==> config.mk <==
export PLATFORM = sky130hd
export DESIGN_NAME = io_timer_interrupt_registers_core
export DESIGN_NICKNAME = d
export VERILOG_FILES = /design/src/rtl/core/iotir_pkg.sv /design/src/rtl/core/iotir_ctrl.sv /design/src/rtl/core/iotir_dp.sv /design/src/rtl/core/io_timer_interrupt_registers_core.sv
export VERILOG_INCLUDE_DIRS = /design/src /design/src/rtl/core
export SDC_FILE = /design/constraint.sdc
export NUM_CORES = 2
export LEC_CHECK = 0
export BUFFER_PORTS_ARGS = -buffer_cell sky130_fd_sc_hd__buf_4
export CAP_MARGIN = 40
export CORE_MARGIN = 4
export CORE_UTILIZATION = 30
export DETAILED_ROUTE_END_ITERATION = 6
export PLACE_DENSITY = 0.49
export SYNTH_ARGS = -nofsm -noshare
export SYNTH_HDL_FRONTEND = slang
export SYNTH_SLANG_ARGS = --single-unit
export TNS_END_PERCENT = 10
==> constraint.sdc <==
create_clock -name clk -period 5.4 [get_ports clk]
set_input_delay 0.27 -clock clk [delete_from_list [all_inputs] [get_ports clk]]
set_output_delay 0.27 -clock clk [all_outputs]
set_load 0.01 [all_outputs]
==> src/rtl/core/io_timer_interrupt_registers_core_assert.svh <==
// Assertion macros for the I/O timer and interrupt register core.
// Depends on nothing; included by the top level only.
`ifndef IO_TIMER_INTERRUPT_REGISTERS_CORE_ASSERT_SVH
`define IO_TIMER_INTERRUPT_REGISTERS_CORE_ASSERT_SVH

// same-cycle implication
`define IOTIR_ASSERT_IMPLY(label, clk, rst_n, ante, cons) \
  label: assert property (@(posedge clk) disable iff (!rst_n) (ante) |-> (cons)) \
    else $error("iotir assertion failed");

// next-cycle implication
`define IOTIR_ASSERT_NEXT(label, clk, rst_n, ante, cons) \
  label: assert property (@(posedge clk) disable iff (!rst_n) (ante) |=> (cons)) \
    else $error("iotir assertion failed");

`endif

==> src/rtl/core/iotir_pkg.sv <==
// Shared types and constants for the I/O timer and interrupt register core.
// No dependencies.
`timescale 1ns / 1ps

package iotir_pkg;

  typedef logic [31:0] word_t;

  typedef enum logic [2:0] {
    FN_READ   = 3'd0,
    FN_WRITE  = 3'd1,
    FN_TICK   = 3'd2,
    FN_CHECK  = 3'd3,
    FN_RETURN = 3'd4
  } func_t;

  typedef enum logic {
    ST_IDLE = 1'b0,
    ST_EXEC = 1'b1
  } state_t;

  typedef struct packed {
    logic capture;
    logic exec;
  } cmd_t;

  localparam logic [4:0] REG_EN0     = 5'd0;
  localparam logic [4:0] REG_EN1     = 5'd1;
  localparam logic [4:0] REG_EN2     = 5'd2;
  localparam logic [4:0] REG_ST0     = 5'd3;
  localparam logic [4:0] REG_ST1     = 5'd4;
  localparam logic [4:0] REG_ST2     = 5'd5;
  localparam logic [4:0] REG_HANDLER = 5'd6;
  localparam logic [4:0] REG_RETURN  = 5'd7;
  localparam logic [4:0] REG_CLKS    = 5'd8;
  localparam logic [4:0] REG_TEN     = 5'd11;
  localparam logic [4:0] REG_TCUR    = 5'd12;
  localparam logic [4:0] REG_TMAX    = 5'd13;
  localparam logic [4:0] REG_DCMD    = 5'd14;
  localparam logic [4:0] REG_DSTAT   = 5'd17;
  localparam logic [4:0] REG_MCMD    = 5'd22;

  localparam logic [15:0] DISK_LAT_RESET  = 16'd1024;
  localparam word_t       DISK_DONE_RESET = 32'hFFFF_FFFF;

endpackage

==> src/rtl/core/iotir_ctrl.sv <==
// Request controller: two-state FSM that sequences capture and execute.
// Depends on iotir_pkg.
`timescale 1ns / 1ps

module iotir_ctrl
  import iotir_pkg::*;
(
  input  logic clk,
  input  logic rst_n,
  input  logic start,
  output logic busy,
  output cmd_t cmd,
  output logic out_valid
);

  state_t state_r, state_nxt;
  logic   out_valid_r, out_valid_nxt;

  always_comb begin
    case (state_r)
      ST_IDLE: state_nxt = start ? ST_EXEC : ST_IDLE;
      ST_EXEC: state_nxt = start ? ST_EXEC : ST_IDLE;
      default: state_nxt = ST_IDLE;
    endcase
  end

  // a new request enters every cycle; execution of the held one overlaps
  always_comb begin
    busy        = 1'b0;
    cmd.capture = start;
    case (state_r)
      ST_EXEC: cmd.exec = 1'b1;
      default: cmd.exec = 1'b0;
    endcase
    out_valid_nxt = cmd.exec;
  end

  always_ff @(posedge clk) begin
    if (!rst_n) begin
      state_r     <= ST_IDLE;
      out_valid_r <= 1'b0;
    end else begin
      state_r     <= state_nxt;
      out_valid_r <= out_valid_nxt;
    end
  end

  assign out_valid = out_valid_r;

endmodule

==> src/rtl/core/iotir_dp.sv <==
// Datapath: request registers, I/O register bank, timer, disk timer,
// interrupt logic and result registers. Depends on iotir_pkg.
`timescale 1ns / 1ps

module iotir_dp
  import iotir_pkg::*;
#(
  parameter int IO_REG_COUNT = 23,
  parameter int PC_WIDTH     = 12
) (
  input  logic                clk,
  input  logic                rst_n,
  input  cmd_t                cmd,
  input  logic [2:0]          in_func,
  input  logic [4:0]          in_io_address,
  input  logic [31:0]         in_write_data,
  input  logic [PC_WIDTH-1:0] in_pc_value,
  input  logic                in_irq2_line,
  input  logic                cfg_we,
  input  logic [15:0]         cfg_data,
  output logic [31:0]         out_read_data,
  output logic                out_redirect,
  output logic [PC_WIDTH-1:0] out_target_pc,
  output logic                out_irq_pending
);

  logic [2:0]          func_r;
  logic [4:0]          addr_r;
  word_t               wdata_r;
  logic [PC_WIDTH-1:0] pc_r;
  logic                line2_r;

  word_t       bank_r   [IO_REG_COUNT];
  word_t       bank_nxt [IO_REG_COUNT];
  word_t       done_r, done_nxt;
  logic        in_handler_r, in_handler_nxt;
  logic [15:0] lat_r;

  word_t               rdata_r, rdata_nxt;
  logic                redirect_r, redirect_nxt;
  logic [PC_WIDTH-1:0] target_r, target_nxt;
  logic                pending_r, pending_nxt;

  logic addr_ok;
  logic pending_now;

  assign addr_ok = {1'b0, addr_r} < 6'(IO_REG_COUNT);

  assign pending_now = (bank_r[REG_EN0] != '0 && bank_r[REG_ST0] != '0) ||
                       (bank_r[REG_EN1] != '0 && bank_r[REG_ST1] != '0) ||
                       (bank_r[REG_EN2] != '0 && bank_r[REG_ST2] != '0);

  always_comb begin
    bank_nxt       = bank_r;
    done_nxt       = done_r;
    in_handler_nxt = in_handler_r;
    rdata_nxt      = '0;
    redirect_nxt   = 1'b0;
    target_nxt     = '0;
    case (func_t'(func_r))
      FN_READ: begin
        if (addr_ok) rdata_nxt = bank_r[addr_r];
      end
      FN_WRITE: begin
        if (addr_ok) begin
          if (addr_r == REG_DCMD && wdata_r != '0) begin
            bank_nxt[REG_DSTAT] = 32'd1;
            done_nxt            = bank_r[REG_CLKS] + {16'd0, lat_r};
          end
          bank_nxt[addr_r] = wdata_r;
        end
      end
      FN_TICK: begin
        bank_nxt[REG_MCMD] = '0;
        if (bank_r[REG_TEN] != '0) begin
          if (bank_r[REG_TCUR] == bank_r[REG_TMAX]) begin
            bank_nxt[REG_TCUR] = '0;
            bank_nxt[REG_ST0]  = 32'd1;
          end else begin
            bank_nxt[REG_TCUR] = bank_r[REG_TCUR] + 32'd1;
          end
        end
        if (bank_r[REG_CLKS] == done_r) begin
          bank_nxt[REG_ST1]   = 32'd1;
          bank_nxt[REG_DCMD]  = '0;
          bank_nxt[REG_DSTAT] = '0;
        end
        if (line2_r) bank_nxt[REG_ST2] = 32'd1;
        bank_nxt[REG_CLKS] = bank_r[REG_CLKS] + 32'd1;
      end
      FN_CHECK: begin
        if (pending_now && !in_handler_r) begin
          bank_nxt[REG_RETURN] = 32'(pc_r);
          target_nxt           = bank_r[REG_HANDLER][PC_WIDTH-1:0];
          redirect_nxt         = 1'b1;
          in_handler_nxt       = 1'b1;
        end
      end
      FN_RETURN: begin
        in_handler_nxt = 1'b0;
        target_nxt     = bank_r[REG_RETURN][PC_WIDTH-1:0];
        redirect_nxt   = 1'b1;
      end
      default: begin
      end
    endcase
    pending_nxt = (bank_nxt[REG_EN0] != '0 && bank_nxt[REG_ST0] != '0) ||
                  (bank_nxt[REG_EN1] != '0 && bank_nxt[REG_ST1] != '0) ||
                  (bank_nxt[REG_EN2] != '0 && bank_nxt[REG_ST2] != '0);
  end

  always_ff @(posedge clk) begin
    if (cmd.capture) begin
      func_r  <= in_func;
      addr_r  <= in_io_address;
      wdata_r <= in_write_data;
      pc_r    <= in_pc_value;
      line2_r <= in_irq2_line;
    end
    if (cmd.exec) begin
      rdata_r    <= rdata_nxt;
      redirect_r <= redirect_nxt;
      target_r   <= target_nxt;
      pending_r  <= pending_nxt;
    end
  end

  always_ff @(posedge clk) begin
    if (!rst_n) begin
      for (int i = 0; i < IO_REG_COUNT; i++) bank_r[i] <= '0;
      done_r       <= DISK_DONE_RESET;
      in_handler_r <= 1'b0;
      lat_r        <= DISK_LAT_RESET;
    end else begin
      if (cmd.exec) begin
        bank_r       <= bank_nxt;
        done_r       <= done_nxt;
        in_handler_r <= in_handler_nxt;
      end
      if (cfg_we) lat_r <= cfg_data;
    end
  end

  assign out_read_data   = rdata_r;
  assign out_redirect    = redirect_r;
  assign out_target_pc   = target_r;
  assign out_irq_pending = pending_r;

endmodule

==> src/rtl/core/io_timer_interrupt_registers_core.sv <==
// Top level of the I/O timer and interrupt register core.
// Depends on iotir_pkg, iotir_ctrl, iotir_dp and the assertion macro header.
//
//   channel  | handshake           | payload
//   request  | start / busy        | in_func, in_io_address, in_write_data,
//            |                     | in_pc_value, in_irq2_line
//   result   | out_valid (strobe)  | out_read_data, out_redirect,
//            |                     | out_target_pc, out_irq_pending
//   config   | cfg_valid/cfg_ready | cfg_data (disk latency)
//
// One request per cycle; busy stays low. A request is registered at
// acceptance, executed in the next cycle and its result strobed the cycle
// after that.
// Synchronous active-low reset clears the bank and the FSM and sets the disk timer to its reset values.
// The result is shown for one cycle only; the receiver cannot stall it.
`timescale 1ns / 1ps

module io_timer_interrupt_registers_core
  import iotir_pkg::*;
#(
  parameter int IO_REG_COUNT = 23,
  parameter int PC_WIDTH     = 12
) (
  input  logic                clk,
  input  logic                rst_n,
  input  logic                start,
  output logic                busy,
  input  logic [2:0]          in_func,
  input  logic [4:0]          in_io_address,
  input  logic [31:0]         in_write_data,
  input  logic [PC_WIDTH-1:0] in_pc_value,
  input  logic                in_irq2_line,
  output logic                out_valid,
  output logic [31:0]         out_read_data,
  output logic                out_redirect,
  output logic [PC_WIDTH-1:0] out_target_pc,
  output logic                out_irq_pending,
  input  logic                cfg_valid,
  output logic                cfg_ready,
  input  logic [15:0]         cfg_data
);

  cmd_t cmd;

  assign cfg_ready = 1'b1;

  iotir_ctrl u_ctrl (
    .clk       (clk),
    .rst_n     (rst_n),
    .start     (start),
    .busy      (busy),
    .cmd       (cmd),
    .out_valid (out_valid)
  );

  iotir_dp #(
    .IO_REG_COUNT (IO_REG_COUNT),
    .PC_WIDTH     (PC_WIDTH)
  ) u_dp (
    .clk             (clk),
    .rst_n           (rst_n),
    .cmd             (cmd),
    .in_func         (in_func),
    .in_io_address   (in_io_address),
    .in_write_data   (in_write_data),
    .in_pc_value     (in_pc_value),
    .in_irq2_line    (in_irq2_line),
    .cfg_we          (cfg_valid && cfg_ready),
    .cfg_data        (cfg_data),
    .out_read_data   (out_read_data),
    .out_redirect    (out_redirect),
    .out_target_pc   (out_target_pc),
    .out_irq_pending (out_irq_pending)
  );

`include "io_timer_interrupt_registers_core_assert.svh"

  `IOTIR_ASSERT_IMPLY(a_req_gives_result, clk, rst_n, start && !busy, ##2 out_valid)
  `IOTIR_ASSERT_IMPLY(a_result_has_req, clk, rst_n, out_valid, $past(start && !busy, 2))
  `IOTIR_ASSERT_NEXT(a_exec_follows_capture, clk, rst_n, cmd.capture, cmd.exec)

endmodule

* Word level (Yosys, flattened, before mapping) *
Index checks and enable logic that the tools add are counted.

operators by class
  add/sub/neg operators = 3
  equal/unequal tests = 11
  order comparisons = 3
  reductions and logical operators = 40
  shift operators = 0
  $mul = 0
  divide/modulo/power cells = 0
  multiplexer cells = 34
  bitwise operators = 1

operator list
  operator                                                              count
  736-bit bitwise mux                                                   1
  736-bit two-way mux                                                   1
  32-bit two-way mux                                                    14
  32-bit nonzero test                                                   14
  32-bit case mux with 2 select lines                                   6
  96-bit case mux with 2 select lines                                   1
  32-bit binary-select mux with 5-bit select                            1
  32-bit demux with 5-bit select                                        1
  96-bit two-way mux                                                    1
  32-bit by 1-bit adder with 32-bit output, second input constant       2
  32-bit == test                                                        2
  32-bit by 16-bit adder with 32-bit output                             1
  12-bit case mux with 2 select lines                                   1
  4-bit AND reduction                                                   4
  12-bit two-way mux                                                    1
  1-bit logical AND                                                     9
  3-bit AND reduction                                                   3
  2-bit by 1-bit != test with 1-bit output, second input constant       4
  3-bit by 2-bit == test with 1-bit output, second input constant       2
  6-bit greater-or-equal comparator, second input constant              1
  6-bit by 1-bit < comparator with 1-bit output, second input constant  1
  5-bit NOT with 6-bit output                                           1
  2-bit nonzero test                                                    3
  5-bit by 4-bit == test with 1-bit output, second input constant       1
  other kinds (9)                                                       16

word-level totals
  ROM bits = 0
  bits in writable memories = 0
  bits in latches = 0
  memories = 0
  input port bits = 73
  bits in registers = 886

* Logic depth before layout (Yosys ltp) *
  word-level depth = 12
  depth in mapped cells = 11
  gate-level depth less buffers = 10

* Hierarchy *
From an unflattened synthesis, not the netlist that was laid out.

second synthesis, totals
  cells, all modules = 4,486
  area total of the unflattened synthesis = 40,232.3 um2

by module, submodules not included
  module                             instances  area each (um2)  cells an instance  seq. area each (um2)
  iotir_dp                           1          40,142.2         4,476              18,687.9
  iotir_ctrl                         1          78.8             8                  40.0
  io_timer_interrupt_registers_core  1          11.3             2                  0.0

* Worst setup path after synthesis *
No wires, ideal clock.

  path type = flip-flop to flip-flop
  start = register u_ctrl.state_r
  end = register u_dp.bank_r[100] (netlist bit)
  data arrival time = 3.110 ns
  slack = 2.157 ns
  library setup time = 0.132 ns
  clock period less this slack = 3.243 ns
  data required time = 5.268 ns
  cell stages (with the launch flop) = 10
  buffers on the path = 3
  cells stage by stage = dfxtp_1 inv_1 or3_1 clkbuf_1 buf_2 nor2_1 nand2_1 clkbuf_1 nand2_1 a21oi_1

on the way
  cells in the longest elaborated chain, start to end = 2

ends and longest elaborated chain
  what                           line              text
  start, declared                iotir_ctrl.sv:16  state_t state_r, state_nxt;
  start signal, assigned         iotir_ctrl.sv:43  state_r <= state_nxt;
  1-bit two-way mux              iotir_ctrl.sv:31  case (state_r)
  3-bit AND reduction (no line)  n/a
  end signal, assigned           iotir_dp.sv:136   bank_r <= bank_nxt;
  end, declared                  iotir_dp.sv:33    word_t bank_r [IO_REG_COUNT];

No other way between the ends.
A chain may end at the register's enable or synchronous reset.

* Final worst setup path *
  start = register u_dp.wdata_r[17]
  end = register u_dp.bank_r[184] (netlist bit)

on the way
  cells in the longest elaborated chain, start to end = 8

ends and longest elaborated chain
  what                                 line             text
  start, declared                      iotir_dp.sv:29   word_t wdata_r;
  start signal, assigned               iotir_dp.sv:116  wdata_r <= in_write_data;
  32-bit nonzero test                  iotir_dp.sv:66   if (addr_r == REG_DCMD && wdata_r != '0) begin
  1-bit logical AND                    iotir_dp.sv:66
  32-bit two-way mux                   iotir_dp.sv:66
  32-bit two-way mux                   iotir_dp.sv:65   if (addr_ok) begin
  32-bit two-way mux                   iotir_dp.sv:60   case (func_t'(func_r))
  736-bit bitwise mux                  iotir_dp.sv:70   bank_nxt[addr_r] = wdata_r;
  736-bit two-way mux                  iotir_dp.sv:65
  32-bit case mux with 2 select lines  iotir_dp.sv:60

No other way between the ends. The select of a mux whose other input is x is not followed.

==> results.cfg <==
[timing]
final_max_slew_viol_count = 0
fmax_ghz = 0.2785
worst-slew-pin-transition_ns = 1.391
finalSetupTns_ns = 0
finClkSkew_ns = 0.04001
fin_crit_sh_pct = 66.50
whs_ns = 0.03676
setup_violations = 0
slew_headroom_pct = 7.264
rsz0062_at_grt = false
hold_violations = 0
worst_slack_ns = 1.809
fin_crit_ns = 3.591

[run_status]
status = finished clean

[detailed_routing]
drt_iter0_drc = 3557
routed_wl_um = 156000
vias_per_cell = 5.542
vias = 34420
wl_per_cell_um = 25.11
ant_nets = 0
drc_errors = 0
drtPass1Iterations = 6

[placement]
pre_cts_slack_ns = 1.840
dp_cells = 5948
place_area_um2 = 42370
gp_congestion = 0.8488
dp_hpwl_um = 98100
io_buffers = 119

[yosys]
yosysTopAreaCell = dfxtp_1
synth_top_area_share_pct = 39.61
yosys-top-cells-count = 1,058 x nand2_1, 787 x dfxtp_1, 530 x a21oi_1
synthFlopType = dfxtp_1
synth_fp_nets = 4479
synth-seq-area-share_pct = 47.08
ys_seq_elements = 886
syn_area_um2 = 39780
avgSynthCellArea_um2 = 9.067
yosysMostFrequentCell = nand2_1
ys_types = 81
async_flop_share_pct = 0
synth_edf_count = 99
synth_top_cells_by_area = dfxtp_1 40%, nand2_1 10%, mux4_2 9.1%
netlist_instances = 4387
yosysWarnings = 0

[grt]
grt_start_max_net_pins = 209
grt_use_total_pct = 21.86
grt_pass1_wl_um = 228400
antenna_found_initial = 1
grt_pass1_vias = 32790
gr-total-overflow = 0

[worst_setup_path]
cpPeakStageDelay_ns = 0.53
end_kind = flip-flop
worst-path-stages = 10
startpoint = u_dp.wdata_r[17]
r2r_start = u_dp.wdata_r[17]
cp.required_ns = 6.03
critPathTopFamily = simple AND/OR/NAND/NOR gates
critPathLaunchType = flip-flop
r2r_slack_ns = 1.81
ff2ff_path_depth = 10
worstPathCellList = buf_4 > nor4_1 > clkdlybuf4s18_2 > nand2_1 > nor4_4 > nand2_1 > a211o_1 > a21oi_4 > buf_4 > a22o_1
r2r-end = u_dp.bank_r[184]
crit_type = reg -> reg
path_buf_inv = 3
crit_slowest_cell = nor4_4
cp_data_arrival_time_ns = 4.22
cp_max_fo = 31
critPathCapture = u_dp.bank_r[184]

[flow_run]
maxCapViolations = 0

[layout]
area_delta_synth_final_pct = 17.06
antenna_cells = 0
layoutNonFillerInstCount = 6211
drive_above_1_share_pct = 13.87
multi_input_area_um2 = 19380
postLayoutCoreUtil_pct = 35.37
fillers = 13220
layout.nets = 4461
design_area_um2 = 46560
seq_area_um2 = 18730

[pwr]
finalPower_mw = 14.97
power.leakage_nw = 15.70
powerDensity_nw_per_um2 = 321.5
vdd_drop_max_uv = 233.2

[clock_network]
cts_sinks = 886
htree_levels = 3
clockBufferDepth = 3
clk_latency_ns = 0.71
cts_tree = built
cts_buffers = 101
post_cts_resized = 0
cts_root_buf = clkbuf_16
path_clk_slew_ns = 0.06

[floorplanning]
rows = 133
core_area_um2 = 131600
io_pins = 122
die_h_um = 372.1
die-area_um2 = 138500
die_x_um = 372.1
initial_core_util_pct = 30.22

[hold_path]
hold_path_class = in -> reg
holdPathStages = 3
## layout by cell type (no fill, tap or decap), types with 15 or more instances in the layout
cell / count
a22o_1: 160
edfxtp_1: 99
o21ai_0: 119
nor2_1: 179
mux4_2: 160
mux2i_1: 49
a32o_1: 15
xnor2_1: 17
a31oi_1: 40
clkbuf_16: 104
inv_1: 22
buf_4: 218
nand2_1: 1057
and3_1: 21
dlygate4sd3_1: 73
ha_1: 18
o211ai_1: 25
dfxtp_1: 786
clkbuf_1: 24
nor4_1: 83
nand3_1: 42
nand4_1: 26
xor2_1: 76
a211oi_1: 26
a21oi_1: 529
a22oi_1: 180
clkinv_2: 24
nor3_1: 35
## flip-flops by register name, indices dropped and copies added, names as in the netlist, 3 cells and up
name	cells
u_dp.bank_r	736
u_dp.done_r	32
u_dp.out_read_data	32
u_dp.wdata_r	32
u_dp.lat_r	16
u_dp.out_target_pc	12
u_dp.pc_r	12
u_dp.addr_r	5
u_dp.func_r	3
## worst register-to-register path, stage by stage (launching register included)
cell and delay [ns]:
edfxtp_1 0.36, buf_4 0.28, nor4_1 0.38, clkdlybuf4s18_2 0.31
nand2_1 0.11, nor4_4 0.53, nand2_1 0.32, a211o_1 0.38
a21oi_4 0.12, buf_4 0.47, a22o_1 0.28
## timing repair
item                      4_1_cts  5_1_grt
hold buffers                   73        0
buffers inserted                0        0
hold endpoints to repair       69        0
## routing by layer
layer | track usage [%] | wire [µm] | up-vias
met2 | 34.99 | 71560 | 1317
met3 | 3.035 | 11060 | 212
li1 | - | - | 15670
met5 | 0 | 0 | -
met1 | 30.63 | 68980 | 17230
met4 | 6.511 | 4371 | 0
## layout make-up
| cell class | count | share of cell area (%) |
|---|---|---|
| Clock inverter | 50 | 1.295 |
| Tap cell | 1755 | 4.716 |
| Sequential cell | 886 | 40.23 |
| Clock buffer | 140 | 6.138 |
| Timing Repair Buffer | 308 | 5.794 |
| Multi-Input combinational cell | 3049 | 41.63 |
| Inverter | 23 | 0.2015 |
## cell families (layout without fill, tap and decap cells)
logic type               after synthesis  after routing  synth area share (%)
AND/OR/NAND/NOR                     1542           1542                 16.42
adder cells (fa/ha/maj)               19             19                0.6165
flip-flops                           886            886                 47.08
AO/OA/AOI/OAI                       1183           1183                 18.86
other                                  2              2               0.01888
multiplexers                         210            210                 10.32
buffers and inverters                452            521                 4.633
XOR/XNOR                              93             93                 2.048
## how the worst min path moves through the flow
stage,slack [ns],to,startpoint
finish,0.04,u_dp.lat_r[14],cfg_valid
global route,0.05,u_dp.lat_r[14],cfg_valid
CTS,0.0007,u_dp.lat_r[5],cfg_valid
detailed placement,0.44,u_dp.bank_r[96],u_dp.bank_r[96]
global placement,0.44,u_dp.bank_r[99],u_dp.bank_r[99]
floorplan,0.37,u_dp.addr_r[0],in_io_address[0]
## where the power goes
part           leakage, nW  switching (mW)  total [mW]  internal, mW
Sequential            7.31          0.0620        6.78          6.71
Combinational         6.69           0.706       0.983         0.277
Clock                 1.71            2.97        7.21          4.24
Total                 15.7            3.74        15.0          11.2
No activity file was read; power rests on OpenSTA's default activity.
